`config.mk`:
```
export PLATFORM = sky130hd
export DESIGN_NAME = bcs_back
export DESIGN_NICKNAME = d
export VERILOG_FILES = /design/src/hw/rtl/bcs_pkg.sv /design/src/hw/rtl/bcs_back.sv
export SDC_FILE = /design/constraint.sdc
export NUM_CORES = 2
export LEC_CHECK = 0
export ABC_CLOCK_PERIOD_IN_PS = 34800
export BUFFER_PORTS_ARGS = -buffer_cell sky130_fd_sc_hd__buf_2
export CORE_AREA = 2 2 429 431
export DETAILED_ROUTE_END_ITERATION = 6
export DIE_AREA = 0 0 431 433
export PLACE_DENSITY_LB_ADDON = 0.08
export SYNTH_ARGS = -nofsm -noshare
export SYNTH_HDL_FRONTEND = slang
export SYNTH_SLANG_ARGS = --single-unit
```
`constraint.sdc`:
```
create_clock -name i_clk -period 34.8 [get_ports i_clk]
set_input_delay 6.96 -clock i_clk [delete_from_list [all_inputs] [get_ports i_clk]]
set_output_delay 6.96 -clock i_clk [all_outputs]
set_load 0.01 [all_outputs]
```
`src/hw/rtl/bcs_pkg.sv`:
```
// Shared types and constants for the Bezier curve sampler.
// Used by every module of the sampler; depends on nothing.
package bcs_pkg;

    localparam int CW          = 32;              // coordinate width, Q16.16
    localparam int DFB         = 14;              // direction fraction bits
    localparam int DW          = 16;              // direction width
    localparam int CNTW        = 7;               // sample count width
    localparam int MAX_SAMPLES = 64;
    localparam int MIN_SAMPLES = 3;
    localparam int IDXW        = 6;               // holds m = count - 1

    localparam logic [1:0] DEG_LIN  = 2'd1;
    localparam logic [1:0] DEG_QUAD = 2'd2;
    localparam logic [1:0] DEG_CUB  = 2'd3;

    // One request after the front part is done with it.
    typedef struct packed {
        logic [7:0][CW-1:0] pts;
        logic [5:0][DW-1:0] dirs;
        logic [1:0]         degree;
        logic [CNTW-1:0]    count;
        logic               err;
    } t_job;

    typedef struct packed {
        logic full;
        logic empty;
    } t_qstat;

    typedef enum logic [3:0] {
        F_IDLE, F_DIFF, F_NORM, F_SQX, F_SQY, F_SQRT, F_LEN, F_DIV,
        F_DSTORE, F_NEXT, F_PUSH
    } t_fstate;

    typedef enum logic [3:0] {
        B_IDLE, B_FIRST, B_W1, B_W2, B_MAC, B_DPREP, B_DIV, B_DFIN,
        B_EMIT, B_LAST
    } t_bstate;

endpackage

```
`src/hw/rtl/bcs_back.sv`:
```
// Back part of the sampler: walks the samples of one request, forms the
// Bernstein sums and divides them out. Depends on bcs_pkg.
module bcs_back (
    input  logic                          i_clk,
    input  logic                          i_rst_n,
    input  bcs_pkg::t_job                 i_job,
    input  bcs_pkg::t_qstat               i_qstat,
    output logic                          o_pop,
    output logic                          o_valid,
    output logic signed [bcs_pkg::CW-1:0] o_pos_x,
    output logic signed [bcs_pkg::CW-1:0] o_pos_y,
    output logic signed [bcs_pkg::DW-1:0] o_dir_x,
    output logic signed [bcs_pkg::DW-1:0] o_dir_y,
    output logic                          o_count_error,
    output logic                          o_last
);
    import bcs_pkg::*;

    localparam int WPW  = 20;          // position weight width
    localparam int WDW  = 13;          // direction weight width
    localparam int DENW = 18;          // denominator width
    localparam int PRW  = WPW + 1 + CW;
    localparam int ACCW = 56;
    localparam int QW   = CW + 1;      // quotient bits

    t_bstate r_state, n_state;
    t_job    r_job, n_job;
    logic [IDXW-1:0]        r_i, n_i, r_m, n_m;
    logic [2*IDXW-1:0]      r_ss, n_ss, r_ii, n_ii, r_is, n_is, r_mm, n_mm;
    logic [3:0][WPW-1:0]    r_wp, n_wp;
    logic [3:0][WDW-1:0]    r_wd, n_wd;
    logic [DENW-1:0]        r_dp, n_dp, r_dd, n_dd, r_den, n_den;
    logic [1:0]             r_ch, n_ch, r_k, n_k;
    logic signed [ACCW-1:0] r_acc, n_acc;
    logic                   r_neg, n_neg;
    logic [DENW-1:0]        r_drem, n_drem;
    logic [QW-1:0]          r_dsh, n_dsh, r_q, n_q;
    logic [5:0]             r_cnt, n_cnt;
    logic [CW-1:0]          r_px, n_px, r_py, n_py;
    logic [DW-1:0]          r_dx, n_dx, r_dy, n_dy;
    logic                   r_ov, n_ov, r_oe, n_oe, r_ol, n_ol;
    logic [CW-1:0]          r_opx, n_opx, r_opy, n_opy;
    logic [DW-1:0]          r_odx, n_odx, r_ody, n_ody;

    logic [IDXW-1:0]        s_w;
    logic [2:0]             pidx, didx, lpidx, ldidx;
    logic [WPW-1:0]         w_sel;
    logic signed [CW-1:0]   v_sel;
    logic signed [PRW-1:0]  prod;
    logic signed [ACCW-1:0] n_num;
    logic [ACCW-1:0]        a_mag;
    logic [DENW:0]          d_t, d_sub;
    logic [QW-1:0]          q_s;

    assign s_w   = r_m - r_i;
    assign pidx  = {r_k, r_ch[0]};
    assign didx  = (r_k == 2'd3) ? 3'd0 : {r_k, r_ch[0]};
    assign lpidx = {r_job.degree, 1'b0};
    assign ldidx = {r_job.degree - 2'd1, 1'b0};
    assign w_sel = r_ch[1] ? WPW'(r_wd[r_k]) : r_wp[r_k];
    assign v_sel = r_ch[1] ? ((r_k == 2'd3) ? '0
                           : CW'($signed(r_job.dirs[didx])))
                           : $signed(r_job.pts[pidx]);
    assign prod  = $signed({1'b0, w_sel}) * v_sel;
    assign n_num = r_acc + $signed(ACCW'(r_den >> 1));
    assign a_mag = n_num[ACCW-1] ? (~n_num + $signed(ACCW'(r_den))) : n_num;
    assign d_t   = {r_drem, r_dsh[QW-1]};
    assign d_sub = d_t - {1'b0, r_den};
    assign q_s   = r_neg ? -r_q : r_q;

    assign o_valid       = r_ov;
    assign o_count_error = r_oe;
    assign o_last        = r_ol;
    assign o_pos_x       = r_opx;
    assign o_pos_y       = r_opy;
    assign o_dir_x       = r_odx;
    assign o_dir_y       = r_ody;

    always_ff @(posedge i_clk) begin
        if (!i_rst_n) begin
            r_state <= B_IDLE;
            r_ov    <= 1'b0;
        end else begin
            r_state <= n_state;
            r_ov    <= n_ov;
        end
    end

    always_ff @(posedge i_clk) begin
        r_job <= n_job; r_i <= n_i; r_m <= n_m;
        r_ss <= n_ss; r_ii <= n_ii; r_is <= n_is; r_mm <= n_mm;
        r_wp <= n_wp; r_wd <= n_wd; r_dp <= n_dp; r_dd <= n_dd; r_den <= n_den;
        r_ch <= n_ch; r_k <= n_k; r_acc <= n_acc; r_neg <= n_neg;
        r_drem <= n_drem; r_dsh <= n_dsh; r_q <= n_q; r_cnt <= n_cnt;
        r_px <= n_px; r_py <= n_py; r_dx <= n_dx; r_dy <= n_dy;
        r_oe <= n_oe; r_ol <= n_ol;
        r_opx <= n_opx; r_opy <= n_opy; r_odx <= n_odx; r_ody <= n_ody;
    end

    always_comb begin
        n_state = r_state; n_job = r_job; n_i = r_i; n_m = r_m;
        n_ss = r_ss; n_ii = r_ii; n_is = r_is; n_mm = r_mm;
        n_wp = r_wp; n_wd = r_wd; n_dp = r_dp; n_dd = r_dd; n_den = r_den;
        n_ch = r_ch; n_k = r_k; n_acc = r_acc; n_neg = r_neg;
        n_drem = r_drem; n_dsh = r_dsh; n_q = r_q; n_cnt = r_cnt;
        n_px = r_px; n_py = r_py; n_dx = r_dx; n_dy = r_dy;
        n_ov = 1'b0; n_oe = r_oe; n_ol = r_ol;
        n_opx = r_opx; n_opy = r_opy; n_odx = r_odx; n_ody = r_ody;
        o_pop = 1'b0;
        case (r_state)
            B_IDLE: begin
                if (!i_qstat.empty) begin
                    o_pop = 1'b1;
                    n_job = i_job;
                    n_m   = IDXW'(i_job.count - CNTW'(1));
                    if (i_job.err) begin
                        n_ov = 1'b1; n_oe = 1'b1; n_ol = 1'b1;
                        n_opx = '0; n_opy = '0; n_odx = '0; n_ody = '0;
                    end else begin
                        n_state = B_FIRST;
                    end
                end
            end
            B_FIRST: begin
                n_ov = 1'b1; n_oe = 1'b0; n_ol = 1'b0;
                n_opx = r_job.pts[0]; n_opy = r_job.pts[1];
                n_odx = r_job.dirs[0]; n_ody = r_job.dirs[1];
                n_i = IDXW'(1);
                n_state = B_W1;
            end
            B_W1: begin
                n_ss = s_w * s_w;
                n_ii = r_i * r_i;
                n_is = r_i * s_w;
                n_mm = r_m * r_m;
                n_state = B_W2;
            end
            B_W2: begin
                n_wp = '0;
                n_wd = '0;
                case (r_job.degree)
                    DEG_QUAD: begin
                        n_wp[0] = WPW'(r_ss);
                        n_wp[1] = WPW'({r_is, 1'b0});
                        n_wp[2] = WPW'(r_ii);
                        n_dp    = DENW'(r_mm);
                        n_wd[0] = WDW'(s_w);
                        n_wd[1] = WDW'(r_i);
                        n_dd    = DENW'(r_m);
                    end
                    DEG_CUB: begin
                        n_wp[0] = WPW'(r_ss * s_w);
                        n_wp[1] = WPW'(r_is * s_w * 2'd3);
                        n_wp[2] = WPW'(r_is * r_i * 2'd3);
                        n_wp[3] = WPW'(r_ii * r_i);
                        n_dp    = DENW'(r_mm * r_m);
                        n_wd[0] = WDW'(r_ss);
                        n_wd[1] = WDW'({r_is, 1'b0});
                        n_wd[2] = WDW'(r_ii);
                        n_dd    = DENW'(r_mm);
                    end
                    default: begin
                        n_wp[0] = WPW'(s_w);
                        n_wp[1] = WPW'(r_i);
                        n_dp    = DENW'(r_m);
                        n_wd[0] = WDW'(1);
                        n_dd    = DENW'(1);
                    end
                endcase
                n_ch = 2'd0; n_k = 2'd0; n_acc = '0;
                n_state = B_MAC;
            end
            B_MAC: begin
                n_acc = r_acc + ACCW'(prod);
                n_k   = r_k + 2'd1;
                n_den = r_ch[1] ? r_dd : r_dp;
                if (r_k == 2'd3) begin
                    n_state = B_DPREP;
                end
            end
            B_DPREP: begin
                n_neg  = n_num[ACCW-1];
                n_drem = a_mag[QW +: DENW];
                n_dsh  = a_mag[QW-1:0];
                n_cnt  = '0;
                n_state = B_DIV;
            end
            B_DIV: begin
                if (d_t >= {1'b0, r_den}) begin
                    n_drem = d_sub[DENW-1:0];
                    n_q    = {r_q[QW-2:0], 1'b1};
                end else begin
                    n_drem = d_t[DENW-1:0];
                    n_q    = {r_q[QW-2:0], 1'b0};
                end
                n_dsh = r_dsh << 1;
                n_cnt = r_cnt + 6'd1;
                if (r_cnt == 6'(QW - 1)) begin
                    n_state = B_DFIN;
                end
            end
            B_DFIN: begin
                case (r_ch)
                    2'd0:    n_px = q_s[CW-1:0];
                    2'd1:    n_py = q_s[CW-1:0];
                    2'd2:    n_dx = q_s[DW-1:0];
                    default: n_dy = q_s[DW-1:0];
                endcase
                if (r_ch == 2'd3) begin
                    n_state = B_EMIT;
                end else begin
                    n_ch = r_ch + 2'd1;
                    n_k  = 2'd0;
                    n_acc = '0;
                    n_state = B_MAC;
                end
            end
            B_EMIT: begin
                n_ov = 1'b1; n_oe = 1'b0; n_ol = 1'b0;
                n_opx = r_px; n_opy = r_py; n_odx = r_dx; n_ody = r_dy;
                n_i = r_i + IDXW'(1);
                n_state = ((r_i + IDXW'(1)) == r_m) ? B_LAST : B_W1;
            end
            B_LAST: begin
                n_ov = 1'b1; n_oe = 1'b0; n_ol = 1'b1;
                n_opx = r_job.pts[lpidx];
                n_opy = r_job.pts[lpidx + 3'd1];
                n_odx = r_job.dirs[ldidx];
                n_ody = r_job.dirs[ldidx + 3'd1];
                n_state = B_IDLE;
            end
            default: n_state = B_IDLE;
        endcase
    end

endmodule

```
==> run metrics <==
number of cell rows 157; Initial Util 44.7%; slew margin rel. 12.9%; average wire per standard cell 24.6 um; total CTS buffers 105; crit-path cells buf_2, nor2_4, buf_2; Max clock buf depth 3; RSZ-0062 raised after global routing no; Post-CTS Setup Repair Bufs 0; first-pass GRT wire length 385000 um; critical path class input pin to primary output; FF-to-FF Start r_k[0]$_SDFFCE_PN0P_; synthesized area per cell 10.9 um2; fraction of layout cells with a size suffix above 1 13.4%; FF-to-FF End r_acc[54]$_SDFFCE_PN0P_; Worst R2R Setup Slack 22.46 ns; synth warn 0; Post-DP HPWL 197000 um; CP top delay family buffers and inverters; area of the multi-input gates 48400 um2; DRT Pass-1 Iters 7; top post-synthesis cells by count inv_1, fa_1, edfxtp_1; Worst Setup End Kind primary output; CTS root buf clkbuf_16; most common cell in the netlist inv_1; Die Span Y 433 um; die width 431 um; GP Congestion 0.906; endpoints failing setup 0; IO Port Bufs 463; Critical-path top delay cell buf_2; CTS-repair resized insts 0; CP max stage delay 0.28 ns; Final min period 14.43 ns; Critical Path AT 7.47 ns; max frequency 69.3 MHz; Area growth, synth to finish 11.0%; status complete, but fails checks; Synth area leaders edfxtp_1, fa_1, ha_1, inv_1, mux4_2; WHS Path Cells 0; Reg2Reg Depth 34; drc violations 7; vias in the first global route 60074; crit-path most repeated cell buf_2; crit start category input pin; skew final 0.0755 ns; setup tns final 0 ns; final hold vios 0; WL final 256000 um; worst path buffer plus inverter count 2; gr ovfl total 0; top cell type's share of synthesized area 33.8%; Hold Path Origin r_q[13]$_DFFE_PP_; drt via density 5.58; H-tree lvl count 3; Sink Count 920; Seq/Total Area, Yosys 33.9%; Mapped Area 81400 um2; Hold Path Sink r_q[14]$_DFFE_PP_; register area 27600 um2; initial antenna violation count 77; GR Util All Layers 27.9%; nets 9630; detailed router's first-iteration violation count 4962; worst min path class register to register; IO Count 466; WP data required 27.84 ns; Pins Over Slew Limit 0; largest net degree at the start of global routing 165; Antenna Violating Nets Remaining 0; maxcap violations 0; Synth Register Bits 920; die area 187000 um2; Top FF cell, synth edfxtp_1; CTS tree built; EDFF count, synth 915; cell taking the most area after synthesis edfxtp_1; Synth cell types 86; crit-path max FO 2; Worst-Margin Slew 1.30 ns; Syn Inst Count 7475; hold-fix buffer count after cts 0; worst-skew pair later-pin latency 0.78 ns; Vias 57968; Reg clk slew, reported paths 0.06 ns; failing checks DRC; Async SR Flop Fraction 0%; fill count 16609; Final Cycle Share 41.5%; core area 182000 um2
[area by class of cell]
cell class                      instances  area share [%]
Inverter                             1173            4.88
Sequential cell                       920            30.5
Tap cell                             2385            3.30
Clock buffer                          120            3.00
Clock inverter                         76           0.880
Multi-Input combinational cell       5063            53.5
Antenna cell                           58           0.161
Timing Repair Buffer                  595            3.69
[per-layer routing]
| metal | up-vias | share of wire [%] | track usage [%] |
|---|---|---|---|
| met3 | 442 | 5.6 | 3.16 |
| met1 | 29941 | 41 | 36.6 |
| met4 | 4 | 4.9 | 12.9 |
| met2 | 1844 | 49 | 46.5 |
| met5 | - | 0.011 | 0 |
| li1 | 25737 | - | - |
[how the worst max path moves through the flow]
| stage | cells after the start | to | from |
|---|---|---|---|
| after detailed placement | 3 | o_pop | i_qstat[0] |
| after global placement | 3 | o_pop | i_qstat[0] |
| after floorplan | 1 | o_pop | i_qstat[0] |
| final | 3 | o_pop | i_qstat[0] |
| after global routing | 3 | o_pop | i_qstat[0] |
| after CTS | 3 | o_pop | i_qstat[0] |
[flip-flops by register name (all words and copies together), names as in the netlist, 12 cells and up]
register  cells
o_pos_x      32
r_px         32
r_dx         16
r_wd         36
r_drem       18
r_dd         12
r_acc        56
r_dy         16
o_pos_y      32
r_dp         18
r_den        18
r_is         12
o_dir_x      16
r_py         32
r_wp         76
r_dsh        33
r_job       352
o_dir_y      16
r_q          32
[cell families (layout without fill, tap and decap cells)]
group	Yosys count	count (layout)	share of synthesized area, %
AND/OR/NAND/NOR	2094	2094	11.5
adder cells (fa/ha/maj)	1406	1406	30.5
multiplexers	259	259	5.74
flip-flops	920	920	33.9
AO/OA/AOI/OAI	970	970	7.94
XOR/XNOR	325	325	3.50
buffers and inverters	1499	1964	6.92
other	2	67	0.00923
[cell usage in the layout (no fill, tap or decap), types with 37 or more instances in the layout]
cell type	synthesis	layout
clkbuf_16	0	106
nand2_1	814	812
nand3_1	73	73
xor2_1	109	106
a21o_1	101	101
edfxtp_1	915	915
nor2b_1	55	55
mux2_2	42	42
a21oi_1	219	218
buf_2	5	463
xnor2_1	216	213
nor3_1	64	61
a222oi_1	64	64
and3_1	43	43
o21bai_1	39	39
a22oi_1	55	55
diode_2	0	58
fa_1	959	959
mux4_2	162	162
inv_1	1170	1167
o21a_1	37	37
nand2b_1	52	51
and2_1	203	201
buf_4	0	130
or2_2	46	46
o21ai_0	215	214
nor2_1	648	641
ha_1	447	445
mux2i_1	55	55
[per-stage QoR]
stage / hold slack (ns) / worst slack (ns) / util [%] / instances / cell area, um2
floorplan: 0.464 / 5.97 / - / 7482 / 81400
global placement: 0.472 / 20.36 / 47.6 / 10136 / 86600
detailed placement: 0.479 / 20.36 / 47.6 / 10136 / 86600
CTS: 0.494 / 20.35 / 49.5 / 10332 / 90100
global route: 0.516 / 20.35 / 49.6 / 10382 / 90300
finish: 0.501 / 20.37 / 49.6 / 10390 / 90300
[worst register-to-register path: cells and delay by family, from the launching register on]
family / cells / cell delay [ns]
simple gates: 6 / 1.52
flops: 1 / 0.33
fa+ha+maj: 9 / 5.30
mux: 1 / 0.45
compound gates: 9 / 2.11
buf+inv: 8 / 2.20
xor+xnor: 1 / 0.18
Power is left out: the tool's default activity adds up to more than one toggle a clock period on the data nets, which glitch-free logic cannot reach.
