### src/hw/rtl/bcs_pkg.sv
// Shared types and constants for the Bezier curve sampler.
// Used by every module of the sampler; depends on nothing.
package bcs_pkg;

    localparam int CW          = 32;              // coordinate width, Q16.16
    localparam int DFB         = 14;              // direction fraction bits
    localparam int DW          = 16;              // direction width
    localparam int CNTW        = 7;               // sample count width
    localparam int MAX_SAMPLES = 64;
    localparam int MIN_SAMPLES = 3;
    localparam int IDXW        = 6;               // holds m = count - 1

    localparam logic [1:0] DEG_LIN  = 2'd1;
    localparam logic [1:0] DEG_QUAD = 2'd2;
    localparam logic [1:0] DEG_CUB  = 2'd3;

    // One request after the front part is done with it.
    typedef struct packed {
        logic [7:0][CW-1:0] pts;
        logic [5:0][DW-1:0] dirs;
        logic [1:0]         degree;
        logic [CNTW-1:0]    count;
        logic               err;
    } t_job;

    typedef struct packed {
        logic full;
        logic empty;
    } t_qstat;

    typedef enum logic [3:0] {
        F_IDLE, F_DIFF, F_NORM, F_SQX, F_SQY, F_SQRT, F_LEN, F_DIV,
        F_DSTORE, F_NEXT, F_PUSH
    } t_fstate;

    typedef enum logic [3:0] {
        B_IDLE, B_FIRST, B_W1, B_W2, B_MAC, B_DPREP, B_DIV, B_DFIN,
        B_EMIT, B_LAST
    } t_bstate;

endpackage

### src/hw/rtl/bcs_queue.sv
// Two-entry request queue between the front and back parts.
// Depends on bcs_pkg.
module bcs_queue (
    input  logic           i_clk,
    input  logic           i_rst_n,
    input  logic           i_push,
    input  bcs_pkg::t_job  i_job,
    input  logic           i_pop,
    output bcs_pkg::t_job  o_job,
    output bcs_pkg::t_qstat o_qstat
);
    import bcs_pkg::*;

    t_job       r_mem [2];
    logic       r_wp, r_rp;
    logic [1:0] r_cnt;

    assign o_job         = r_mem[r_rp];
    assign o_qstat.full  = (r_cnt == 2'd2);
    assign o_qstat.empty = (r_cnt == 2'd0);

    always_ff @(posedge i_clk) begin
        if (i_push) begin
            r_mem[r_wp] <= i_job;
        end
    end

    always_ff @(posedge i_clk) begin
        if (!i_rst_n) begin
            r_wp  <= 1'b0;
            r_rp  <= 1'b0;
            r_cnt <= 2'd0;
        end else begin
            if (i_push) begin
                r_wp <= ~r_wp;
            end
            if (i_pop) begin
                r_rp <= ~r_rp;
            end
            r_cnt <= r_cnt + {1'b0, i_push} - {1'b0, i_pop};
        end
    end

endmodule

### config.mk
export PLATFORM = sky130hd
export DESIGN_NAME = bcs_queue
export DESIGN_NICKNAME = d
export VERILOG_FILES = /design/src/hw/rtl/bcs_pkg.sv /design/src/hw/rtl/bcs_queue.sv
export SDC_FILE = /design/constraint.sdc
export NUM_CORES = 1
export LEC_CHECK = 0
export BUFFER_PORTS_ARGS = -buffer_cell sky130_fd_sc_hd__buf_2
export CAP_MARGIN = 10
export CORE_AREA = 3 3 282 284
export DETAILED_ROUTE_END_ITERATION = 6
export DIE_AREA = 0 0 285 287
export SLEW_MARGIN = 5
export SYNTH_ARGS = -nofsm -noshare
export SYNTH_HDL_FRONTEND = slang
export SYNTH_SLANG_ARGS = --single-unit
### constraint.sdc
create_clock -name i_clk -period 23 [get_ports i_clk]
set_clock_uncertainty 0.15 [all_clocks]
set_input_delay 2.3 -clock i_clk [delete_from_list [all_inputs] [get_ports i_clk]]
set_output_delay 2.3 -clock i_clk [all_outputs]
set_load 0.05 [all_outputs]
==> results.txt, run 1 <==
----------------------------------------------------
[Floorplan]
  Die height ... approximately 290 um
  Top-level I/O count ... 730
  Placeable Area ... 77300 um2
  Initial standard-cell utilization of the core ... 0.350
  Placement Rows ... 102
  Horizontal die dimension ... ~290 um
  Die footprint ... 81800 um2

[Power]
  Pwr/cell area ... around 96 nW/um2
  Leakage Power ... 13.1 nW
  Final Power ... 3.30 mW
  Max VDD drop ... ~71 uV

[Global route]
  Overflow after GRT ... 0
  Vias in the first global route ... 14.4k
  Wire length of the first global-routing pass ... 89.7 mm
  Pin count of the biggest net entering global routing ... ~170
  Total routing usage reported by global routing ... 0.146
  Number of antenna violations at the first check in global routing ... 24

[Worst setup path]
  Number of cells on the worst reg-to-reg path ... 4
  Critical path capture point type ... output pin
  Data arrival time of the worst path ... around 4.9 ns
  Critical path fanouts, max ... 73
  Crit path kind ... flip-flop to output pin
  Reg2reg setup slack ... around 19 ns
  Critical register-to-register path endpoint ... r_mem[1][67]
  Nature of the critical path startpoint ... flip-flop
  Worst EP required ... 20.55 ns
  Launch instance of the worst register-to-register path ... r_wp

[Yosys]
  Post-synth design cell area ... between 20000 and 30000 um2
  Main combinational cell family by area after synthesis ... multiplexers
  XOR/XNOR share of the synthesized area ... 0.00116
  Netlist cell types ... 15
  Flop and latch count out of synthesis ... 729
  Area share of and/or/nand/nor cells after synthesis ... 0.00199
  Mean Syn Cell Area ... 23.6 um2
  Yosys synthesis warning count ... 0
  Proportion of synthesized chip area in sequential cells ... 0.807
  Nets in the synthesized netlist ... roughly 1.5k
  Cell count after synthesis ... approximately 1.1k
  Area fraction in compound gates after synthesis ... 0.000277
  Adder-cell share of the synthesized area ... 0.000924
  Post-synthesis mux area share ... 0.176

[STA]
  Shortest period the worst path allows ... roughly 7.3 ns
  Slew Limit Fails ... 0
  Worst slew pin tran ... roughly 1.2 ns
  Final setup violation count ... 0
  Post-route setup TNS ... 0 ns
  Number of hold-slack violations in the final timing report ... 0
  Setup repair after global routing missed its margin ... false
  Final period util ... 0.318
  Worst slew margin relative to its limit ... 0.175
  Max Clock Freq ... about 0.14 GHz

[Finish]
  Area overhead of the layout relative to synthesis ... 26.9%
  Nets@finish ... about 2.3k
  Most frequent cells in the layout ... sky130_fd_sc_hd__buf_2, sky130_fd_sc_hd__edfxtp_1, sky130_fd_sc_hd__mux2_2
  Fraction of final layout cells with drive strength greater than 1 ... 0.611
  Final core utilization ... 0.444
  Most common cell after layout, fill and taps aside ... sky130_fd_sc_hd__buf_2
  Number of standard cells in the layout, taps in and fillers out ... between 3k and 4k

[Clocking]
  CTS buffer count ... 78
  Post-CTS resize count ... 0
  Clock tree from TritonCTS ... built
  Insertion delay of the later-clocked pin in the worst-skew pair ... roughly 0.6 ns
  Number of post-CTS setup repair buffers ... 0
  Number of levels in the clock H-tree ... 3
  Clk slew on worst S/H paths ... 0.06 ns
  Clock Root Buffer ... sky130_fd_sc_hd__clkbuf_16
  Num Clock Sinks ... ~730
  Number of buffers inserted by hold repair at cts ... 0
  Maximum root-to-sink buffer count ... 3

[Drt]
  Antenna violation net count after detailed routing ... 0
  Post-route DRC ... 0
  Average routed wire per standard cell ... 20.5 um
  Via count normalized by instance count ... 4.45
  Via Count ... between 10k and 15k
  DRC marker count from the first detailed-route iteration ... approximately 660
  WL final ... around 63 mm
  Number of detailed-route iterations in the first pass ... 4

[Placed design]
  Buffers added on ports ... ~730
  Number of instances in the placed design ... a little under 3k
  Post-DP HPWL ... between 40 and 50 mm
  Final weighted congestion in routability-driven placement ... 0.796

[Min path]
  Path type of the worst min-delay path ... flip-flop to flip-flop
  Hold Path Origin ... r_rp
  Cell count of the worst hold path ... 2

[Run status]
  Status ... complete, no violations

[Run]
  Max-capacitance violation count ... 0

----------------------------------------------------
## layer usage
| metal | wire (um) | GRT usage | share of wire | up-vias |
|---|---|---|---|---|
| li1 | - | - | - | 6181 |
| met1 | 22500 | 0.156 | 0.36 | 6708 |
| met2 | 32300 | 0.255 | 0.52 | 524 |
| met3 | 5510 | 0.0572 | 0.088 | 131 |
| met4 | 2090 | 0.0632 | 0.033 | 14 |
| met5 | 92 | 0 | 0.0015 | - |
## how the worst max path moves through the flow
stage,from,to,depth (start not counted)
finish,flip-flop,o_job[158],5
floorplan,i_push,r_wp,2
global placement,flip-flop,o_job[158],5
detailed placement,flip-flop,o_job[158],5
CTS,flip-flop,o_job[158],5
global route,flip-flop,o_job[158],5
## worst max-delay path, stage by stage (launching register included)
cell and delay (ns):
sky130_fd_sc_hd__dfxtp_4 1.01, sky130_fd_sc_hd__buf_4 0.87, sky130_fd_sc_hd__buf_4 0.70, sky130_fd_sc_hd__buf_4 0.86, sky130_fd_sc_hd__mux2_2 0.42, sky130_fd_sc_hd__buf_2 0.21
## metrics by stage
step,worst slack (ns),hold slack [ns],cell area [um2]
6_report,15.69,0.438,34400
5_1_grt,15.38,0.451,34300
4_1_cts,15.57,0.436,34300
3_3_place_gp,16.36,0.407,31800
2_1_floorplan,3.72,0.405,27100
3_5_place_dp,16.24,0.416,31800
## Yosys cell counts
| library cell | instances | share of area |
|---|---|---|
| sky130_fd_sc_hd__mux2_2 | 182 | 0.076 |
| sky130_fd_sc_hd__xnor3_1 | 1 | 0.00083 |
| sky130_fd_sc_hd__dfxtp_1 | 5 | 0.0037 |
| sky130_fd_sc_hd__buf_6 | 20 | 0.0083 |
| sky130_fd_sc_hd__ha_1 | 2 | 0.00092 |
| sky130_fd_sc_hd__o21a_1 | 1 | 0.00028 |
| sky130_fd_sc_hd__and2_1 | 4 | 0.00092 |
| sky130_fd_sc_hd__inv_1 | 2 | 0.00028 |
| sky130_fd_sc_hd__buf_2 | 9 | 0.0017 |
| sky130_fd_sc_hd__nor2_1 | 1 | 0.00014 |
| sky130_fd_sc_hd__edfxtp_1 | 724 | 0.80 |
| sky130_fd_sc_hd__mux2_4 | 180 | 0.10 |
| sky130_fd_sc_hd__buf_4 | 11 | 0.0031 |
| sky130_fd_sc_hd__xor2_1 | 1 | 0.00032 |
| sky130_fd_sc_hd__nor2b_1 | 4 | 0.00092 |
## where the power goes
part,internal [mW],total (mW),switching (mW)
Combinational,0.158,0.525,0.367
Clock,0.709,1.21,0.502
Sequential,1.54,1.56,0.0216
Total,2.41,3.30,0.891
## registers in the layout, summed over array words and instances, names as in the netlist, named ones only
signal and flops:
r_wp 1, r_rp 1, r_cnt 2, r_mem 724
## layout make-up
class	instances	area, um2
diodes	14	35.0
inverters	2	7.51
repair buffers	742	3770
multi-input cells	376	4880
clock inverters	43	447
clock buffers	100	2060
flip-flops and latches	729	21800
fillers	6782	43000
well taps	1040	1300
## kinds of logic (layout without fill, tap and decap cells)
| logic type | after synthesis | in the layout |
|---|---|---|
| other | 0 | 14 |
| multiplexers | 362 | 362 |
| adder cells (fa/ha/maj) | 2 | 2 |
| AO/OA/AOI/OAI | 1 | 1 |
| flip-flops | 729 | 729 |
| buffers and inverters | 42 | 887 |
| XOR/XNOR | 2 | 2 |
| AND/OR/NAND/NOR | 9 | 9 |
(Power assumes the default switching activity.)
==> run 2: changes to the inputs <==
--- a/config.mk
+++ b/config.mk
@@ -7,9 +7,9 @@
 export LEC_CHECK = 0
 export BUFFER_PORTS_ARGS = -buffer_cell sky130_fd_sc_hd__buf_2
 export CAP_MARGIN = 10
-export CORE_AREA = 3 3 282 284
+export CORE_AREA = 3 3 283 285
 export DETAILED_ROUTE_END_ITERATION = 6
-export DIE_AREA = 0 0 285 287
+export DIE_AREA = 0 0 286 288
 export SLEW_MARGIN = 5
 export SYNTH_ARGS = -nofsm -noshare
 export SYNTH_HDL_FRONTEND = slang
==> constraint.sdc (replaced) <==
create_clock -name i_clk -period 6.5 [get_ports i_clk]
set_clock_uncertainty 0.15 [all_clocks]
set_input_delay 0.65 -clock i_clk [delete_from_list [all_inputs] [get_ports i_clk]]
set_output_delay 0.65 -clock i_clk [all_outputs]
set_load 0.05 [all_outputs]
==> results.txt, run 2 (same netlist as run 1, synthesis figures left out) <==
----------------------------------------------------
[Run status]
  Status ... complete, no violations

[Finish]
  Nets@finish ... 2298 (+0.044%)
  Biggest regs ... r_mem (724), r_cnt (2)
  Fillcell total ... 6904 (+1.8%)
  Area overhead of the layout relative to synthesis ... 26.7%
  Sequential cell area ... 21800 um2 (unchanged)
  Most frequent cells in the layout ... sky130_fd_sc_hd__buf_2, sky130_fd_sc_hd__edfxtp_1, sky130_fd_sc_hd__mux2_2
  Fraction of final layout cells with drive strength greater than 1 ... 0.611 (about the same)
  Register containing the most flip-flops in the final layout ... r_mem
  Final std cell area, no fill ... 34300 um2 (-0.12%)
  Multi-input gate area in the final layout ... 4880 um2 (unchanged)
  Most common cell after layout, fill and taps aside ... sky130_fd_sc_hd__buf_2
  Flip-flop count of the largest register after layout ... 724 (unchanged)

[Clocking]
  Clock Root Buffer ... sky130_fd_sc_hd__clkbuf_16
  Maximum root-to-sink buffer count ... 3 (unchanged)
  Insertion delay of the later-clocked pin in the worst-skew pair ... 0.59 ns (-0.02 ns)
  Number of levels in the clock H-tree ... 3 (unchanged)
  Clock tree from TritonCTS ... built
  Num Clock Sinks ... 729 (unchanged)
  Number of buffers inserted by hold repair at cts ... 0 (unchanged)
  Post-CTS resize count ... 0 (unchanged)
  Clk slew on worst S/H paths ... 0.06 ns (about the same)
  CTS buffer count ... 79 (+1.3%)
  Number of post-CTS setup repair buffers ... 0 (unchanged)

[Global route]
  Total routing usage reported by global routing ... 0.146 (+0.000750)
  Wire length of the first global-routing pass ... 90.6 mm (+0.96%)
  Vias in the first global route ... 14.6k (+1.5%)
  Number of antenna violations at the first check in global routing ... 19 (-21%)
  Pin count of the biggest net entering global routing ... 153 (-8.9%)
  Overflow after GRT ... 0 (unchanged)

[Drt]
  WL final ... 63.7 mm (+1.9%)
  Via Count ... 13.6k (+0.022%)
  Average routed wire per standard cell ... 21.0 um (+2.1%)
  Post-route DRC ... 0 (unchanged)
  Number of detailed-route iterations in the first pass ... 4 (unchanged)
  Via count normalized by instance count ... 4.46 (+0.22%)
  DRC marker count from the first detailed-route iteration ... 717 (+9.5%)
  Antenna violation net count after detailed routing ... 0 (unchanged)

[STA]
  Shortest period the worst path allows ... 3.79 ns
  Number of hold-slack violations in the final timing report ... 0 (unchanged)
  Worst slew margin relative to its limit ... 0.243 (+0.0678)
  Final period util ... 0.583
  Final setup violation count ... 0 (unchanged)
  Worst slack on hold paths ... 0.0758 ns (-0.362 ns)
  Setup repair after global routing missed its margin ... false
  PnR worst setup slack ... 2.71 ns (-12.98 ns)
  Worst slew pin tran ... 1.14 ns (-0.102 ns)
  Slew Limit Fails ... 0 (unchanged)
  Post-route setup TNS ... 0 ns (unchanged)
  Max Clock Freq ... 0.264 GHz

[Placed design]
  Final weighted congestion in routability-driven placement ... 0.855 (+7.4%)
  Buffers added on ports ... 729 (unchanged)
  Worst Setup Slack post-DPL ... 3.29 ns (-12.96 ns)
  Post-DP HPWL ... 43.7 mm (-0.72%)
  Placed cell area ... 31900 um2 (+0.16%)

[Worst setup path]
  Data arrival time of the worst path ... 2.99 ns (-1.87 ns)
  Crit path kind ... flip-flop to output pin
  Critical path fanouts, max ... 94 (+29%)
  Worst EP required ... 5.70 ns (-14.85 ns)
  Nature of the critical path startpoint ... flip-flop
  Critical path capture point type ... output pin

[Floorplan]
  Die height ... 288 um (+0.35%)
  Placeable Area ... 77600 um2 (+0.33%)
  Top-level I/O count ... 730 (unchanged)
  Placement Rows ... 102 (unchanged)
  Die footprint ... 82400 um2 (+0.70%)
  Initial standard-cell utilization of the core ... 0.349 (-0.00115)
  Horizontal die dimension ... 286 um (+0.35%)

[Power]
  Pwr/cell area ... 338 nW/um2 (+250%)
  Final Power ... 11.6 mW (+250%)
  Max VDD drop ... 197 uV (+180%)
  Leakage Power ... 13.1 nW (-0.11%)

[Run]
  Max-capacitance violation count ... 0 (unchanged)

[Min path]
  Path type of the worst min-delay path ... input pin to flip-flop

----------------------------------------------------
==> run 2: changes by cell type in the layout (fill, tap and decap cells not counted), sizes merged <==
cell / delta
clkbuf: -1
clkinv: +2
bufinv: -3
clkinvlp: -2
diode: -2
==> run 2: power by group <==
part           internal (mW)  switching (mW)  total, mW
Combinational          0.562            1.31       1.87
Clock                   2.41            1.78       4.19
Sequential              5.45          0.0715       5.52
==> run 2: path summary, 6_finish.rpt <==
check                               start             to  slack (ns)  depth (start not counted)
worst min-delay path            i_job[82]   r_mem[1][82]        0.08                          1
worst min register to register       r_rp      flip-flop        0.42                          2
worst max-delay path            flip-flop      o_job[88]        2.71                          3
worst max register to register       r_wp  r_mem[0][220]        3.93                          2
==> run 2: cell type report <==
| class | count | share of cell area |
|---|---|---|
| Multi-Input combinational cell | 376 | 0.142 |
| Sequential cell | 729 | 0.637 |
| Timing Repair Buffer | 742 | 0.111 |
| Inverter | 2 | 0.000219 |
| Clock buffer | 99 | 0.0610 |
| Antenna cell | 12 | 0.000875 |
| Tap cell | 1040 | 0.0379 |
| Clock inverter | 40 | 0.00963 |
==> run 2: stage by stage <==
stage,std cells,util
after global routing,3038,0.442
after detailed placement,2889,0.411
after global placement,2889,0.411
after floorplan,1147,-
final,3040,0.442
after CTS,3028,0.442
==> run 2: layer usage <==
metal	vias up	track usage	share of wire
met5	-	0	0.0014
met4	14	0.0642	0.032
met3	132	0.0493	0.081
met2	512	0.265	0.54
met1	6722	0.154	0.35
li1	6181	-	-
==> run 2: worst max-delay path, cell delays in order (launching register included) <==
cell and delay [ns]:
sky130_fd_sc_hd__dfxtp_4 0.95, sky130_fd_sc_hd__buf_12 0.50, sky130_fd_sc_hd__mux2_2 0.42, sky130_fd_sc_hd__buf_2 0.22
==> run 3: changes to the inputs <==
==> constraint.sdc (replaced) <==
create_clock -name i_clk -period 3.3 [get_ports i_clk]
set_clock_uncertainty 0.15 [all_clocks]
set_input_delay 0.33 -clock i_clk [delete_from_list [all_inputs] [get_ports i_clk]]
set_output_delay 0.33 -clock i_clk [all_outputs]
set_load 0.05 [all_outputs]
==> results.txt, run 3 (same netlist as run 1, synthesis figures left out) <==
----------------------------------------------------
[Clocking]
  Post-CTS resize count ... 0 (unchanged)
  Clock tree from TritonCTS ... built
  Number of buffers inserted by hold repair at cts ... 366 (+366)
  CTS buffer count ... 79 (unchanged)
  Clk slew on worst S/H paths ... 0.06 ns (about the same)
  Maximum root-to-sink buffer count ... 3 (unchanged)
  Number of post-CTS setup repair buffers ... 0 (unchanged)
  Insertion delay of the later-clocked pin in the worst-skew pair ... 0.60 ns (about the same)
  Number of levels in the clock H-tree ... 3 (unchanged)
  Clock Root Buffer ... sky130_fd_sc_hd__clkbuf_16
  Num Clock Sinks ... 729 (unchanged)

[Finish]
  Register containing the most flip-flops in the final layout ... r_mem
  Area overhead of the layout relative to synthesis ... 41.8%
  Most common cell after layout, fill and taps aside ... sky130_fd_sc_hd__buf_2
  Most frequent cells in the layout ... sky130_fd_sc_hd__buf_2, sky130_fd_sc_hd__edfxtp_1, sky130_fd_sc_hd__dlygate4sd3_1
  Nets@finish ... 2703 (+18%)
  Final std cell area, no fill ... 38400 um2 (+12%)
  Flip-flop count of the largest register after layout ... 724 (unchanged)
  Fraction of final layout cells with drive strength greater than 1 ... 0.525 (-0.0852)
  Biggest regs ... r_mem (724), r_cnt (2)

[STA]
  Shortest period the worst path allows ... 2.82 ns
  Number of hold-slack violations in the final timing report ... 0 (unchanged)
  PnR worst setup slack ... 0.484 ns (-2.23 ns)
  Final setup violation count ... 0 (unchanged)
  Worst slack on hold paths ... 0.287 ns (+0.211 ns)
  Setup repair after global routing missed its margin ... false
  Worst slew margin relative to its limit ... 0.410 (+0.167)
  Final period util ... 0.853
  Max Clock Freq ... 0.355 GHz
  Worst slew pin tran ... 0.885 ns (-0.251 ns)
  Slew Limit Fails ... 0 (unchanged)

[Drt]
  Antenna violation net count after detailed routing ... 0 (unchanged)
  DRC marker count from the first detailed-route iteration ... 635 (-11%)
  Number of detailed-route iterations in the first pass ... 4 (unchanged)
  Via Count ... 15.3k (+13%)
  Average routed wire per standard cell ... 19.7 um (-6.0%)
  Via count normalized by instance count ... 4.44 (-0.55%)
  Post-route DRC ... 0 (unchanged)
  WL final ... 67.7 mm (+6.3%)

[Worst setup path]
  Critical register-to-register path endpoint ... r_mem[1][291]
  Nature of the critical path startpoint ... flip-flop
  Reg2reg setup slack ... 1.23 ns (-2.70 ns)
  Crit path kind ... flip-flop to output pin
  Data arrival time of the worst path ... 2.34 ns (-0.65 ns)
  Launch instance of the worst register-to-register path ... r_wp
  Critical path fanouts, max ... 39 (-59%)
  Number of cells on the worst reg-to-reg path ... 2 (unchanged)
  Critical path capture point type ... output pin
  Worst EP required ... 2.82 ns (-2.88 ns)

[Placed design]
  Final weighted congestion in routability-driven placement ... 0.802 (-6.2%)
  Placed cell area ... 32200 um2 (+1.2%)
  Worst Setup Slack post-DPL ... 1.06 ns (-2.22 ns)
  Buffers added on ports ... 729 (unchanged)
  Post-DP HPWL ... 46.1 mm (+5.4%)

[Run]
  Max-capacitance violation count ... 0 (unchanged)

[Power]
  Clk network pwr share ... 0.357 (-0.005)
  Pwr/cell area ... 608 nW/um2 (+80%)
  Design internal power ... 17.0 mW (+100%)
  Switching share of power ... 0.273 (+0.000560)
  Final Power ... 23.3 mW (+100%)
  Max VDD drop ... 468 uV (+140%)
  Reg power frac ... 0.465 (-0.012)
  Portion of total power attributed to combinational logic ... 0.179 (+0.017)
  Leakage Power ... 14.9 nW (+14%)
  Switching component of the power ... 6.38 mW (+100%)

[Global route]
  Wire length of the first global-routing pass ... 99.4 mm (+9.7%)
  Overflow after GRT ... 0 (unchanged)
  Total routing usage reported by global routing ... 0.158 (+0.0113)
  Number of antenna violations at the first check in global routing ... 3 (-16)
  Vias in the first global route ... 16.7k (+14%)
  Pin count of the biggest net entering global routing ... 107 (-30%)

[Floorplan]
  Die height ... 288 um (unchanged)
  Top-level I/O count ... 730 (unchanged)
  Horizontal die dimension ... 286 um (unchanged)
  Placement Rows ... 102 (unchanged)
  Placeable Area ... 77600 um2 (unchanged)
  Initial standard-cell utilization of the core ... 0.349 (unchanged)
  Die footprint ... 82400 um2 (unchanged)

[Run status]
  Status ... complete, no violations

[Min path]
  Hold Path Origin ... i_job[90]
  Cell count of the worst hold path ... 2 (+1)
  Path type of the worst min-delay path ... input pin to flip-flop
  Worst Hold Path EP ... r_mem[1][90]

----------------------------------------------------
run 3: worst max path at each step:
stage | startpoint | end | slack (ns) | cells after the start
after floorplan | i_push | r_mem[0][0] | -3.03 | 1
after global placement | i_push | r_mem[1][214] | 1.09 | 3
after detailed placement | i_push | r_mem[1][213] | 1.06 | 3
after CTS | flip-flop | o_job[153] | 0.37 | 4
after global routing | flip-flop | o_job[153] | 0.33 | 4
final | flip-flop | o_job[153] | 0.48 | 4
run 3: layout make-up:
class | count | area [um2]
multi-input cells | 376 | 4880
inverters | 2 | 7.51
clock inverters | 52 | 385
clock buffers | 92 | 2090
repair buffers | 1147 | 7880
diodes | 2 | 5.00
flip-flops and latches | 729 | 21800
well taps | 1040 | 1300
fillers | 6414 | 39200
run 3: per-stage QoR:
| step | TNS, ns | cells | util |
|---|---|---|---|
| final | 0 | 3440 | 0.495 |
| after global routing | 0 | 3440 | 0.495 |
| after CTS | 0 | 3438 | 0.495 |
| after global placement | 0 | 2928 | 0.416 |
| after detailed placement | 0 | 2928 | 0.416 |
| after floorplan | -1162.50 | 1147 | - |
run 3: metal layers:
metal  share of wire  track usage  up-vias
li1                -            -     6986
met1            0.37        0.174     7558
met2            0.53        0.285      574
met3           0.066       0.0420      143
met4           0.037       0.0668        0
met5               0            0        -
run 3: power by group through the flow:
stage	Sequential, mW	Combinational [mW]	Clock [mW]
global placement	11.0	3.79	0
CTS	10.8	4.20	8.57
detailed placement	11.0	3.82	0
floorplan	11.0	2.82	0
global route	10.9	4.35	8.96
finish	10.8	4.17	8.33
run 3: worst max-delay path, cell delays in order (launching register included):
cell                      delay (ns)
sky130_fd_sc_hd__dfxtp_4        0.50
sky130_fd_sc_hd__buf_12         0.30
sky130_fd_sc_hd__buf_4          0.30
sky130_fd_sc_hd__mux2_2         0.38
sky130_fd_sc_hd__buf_2          0.21
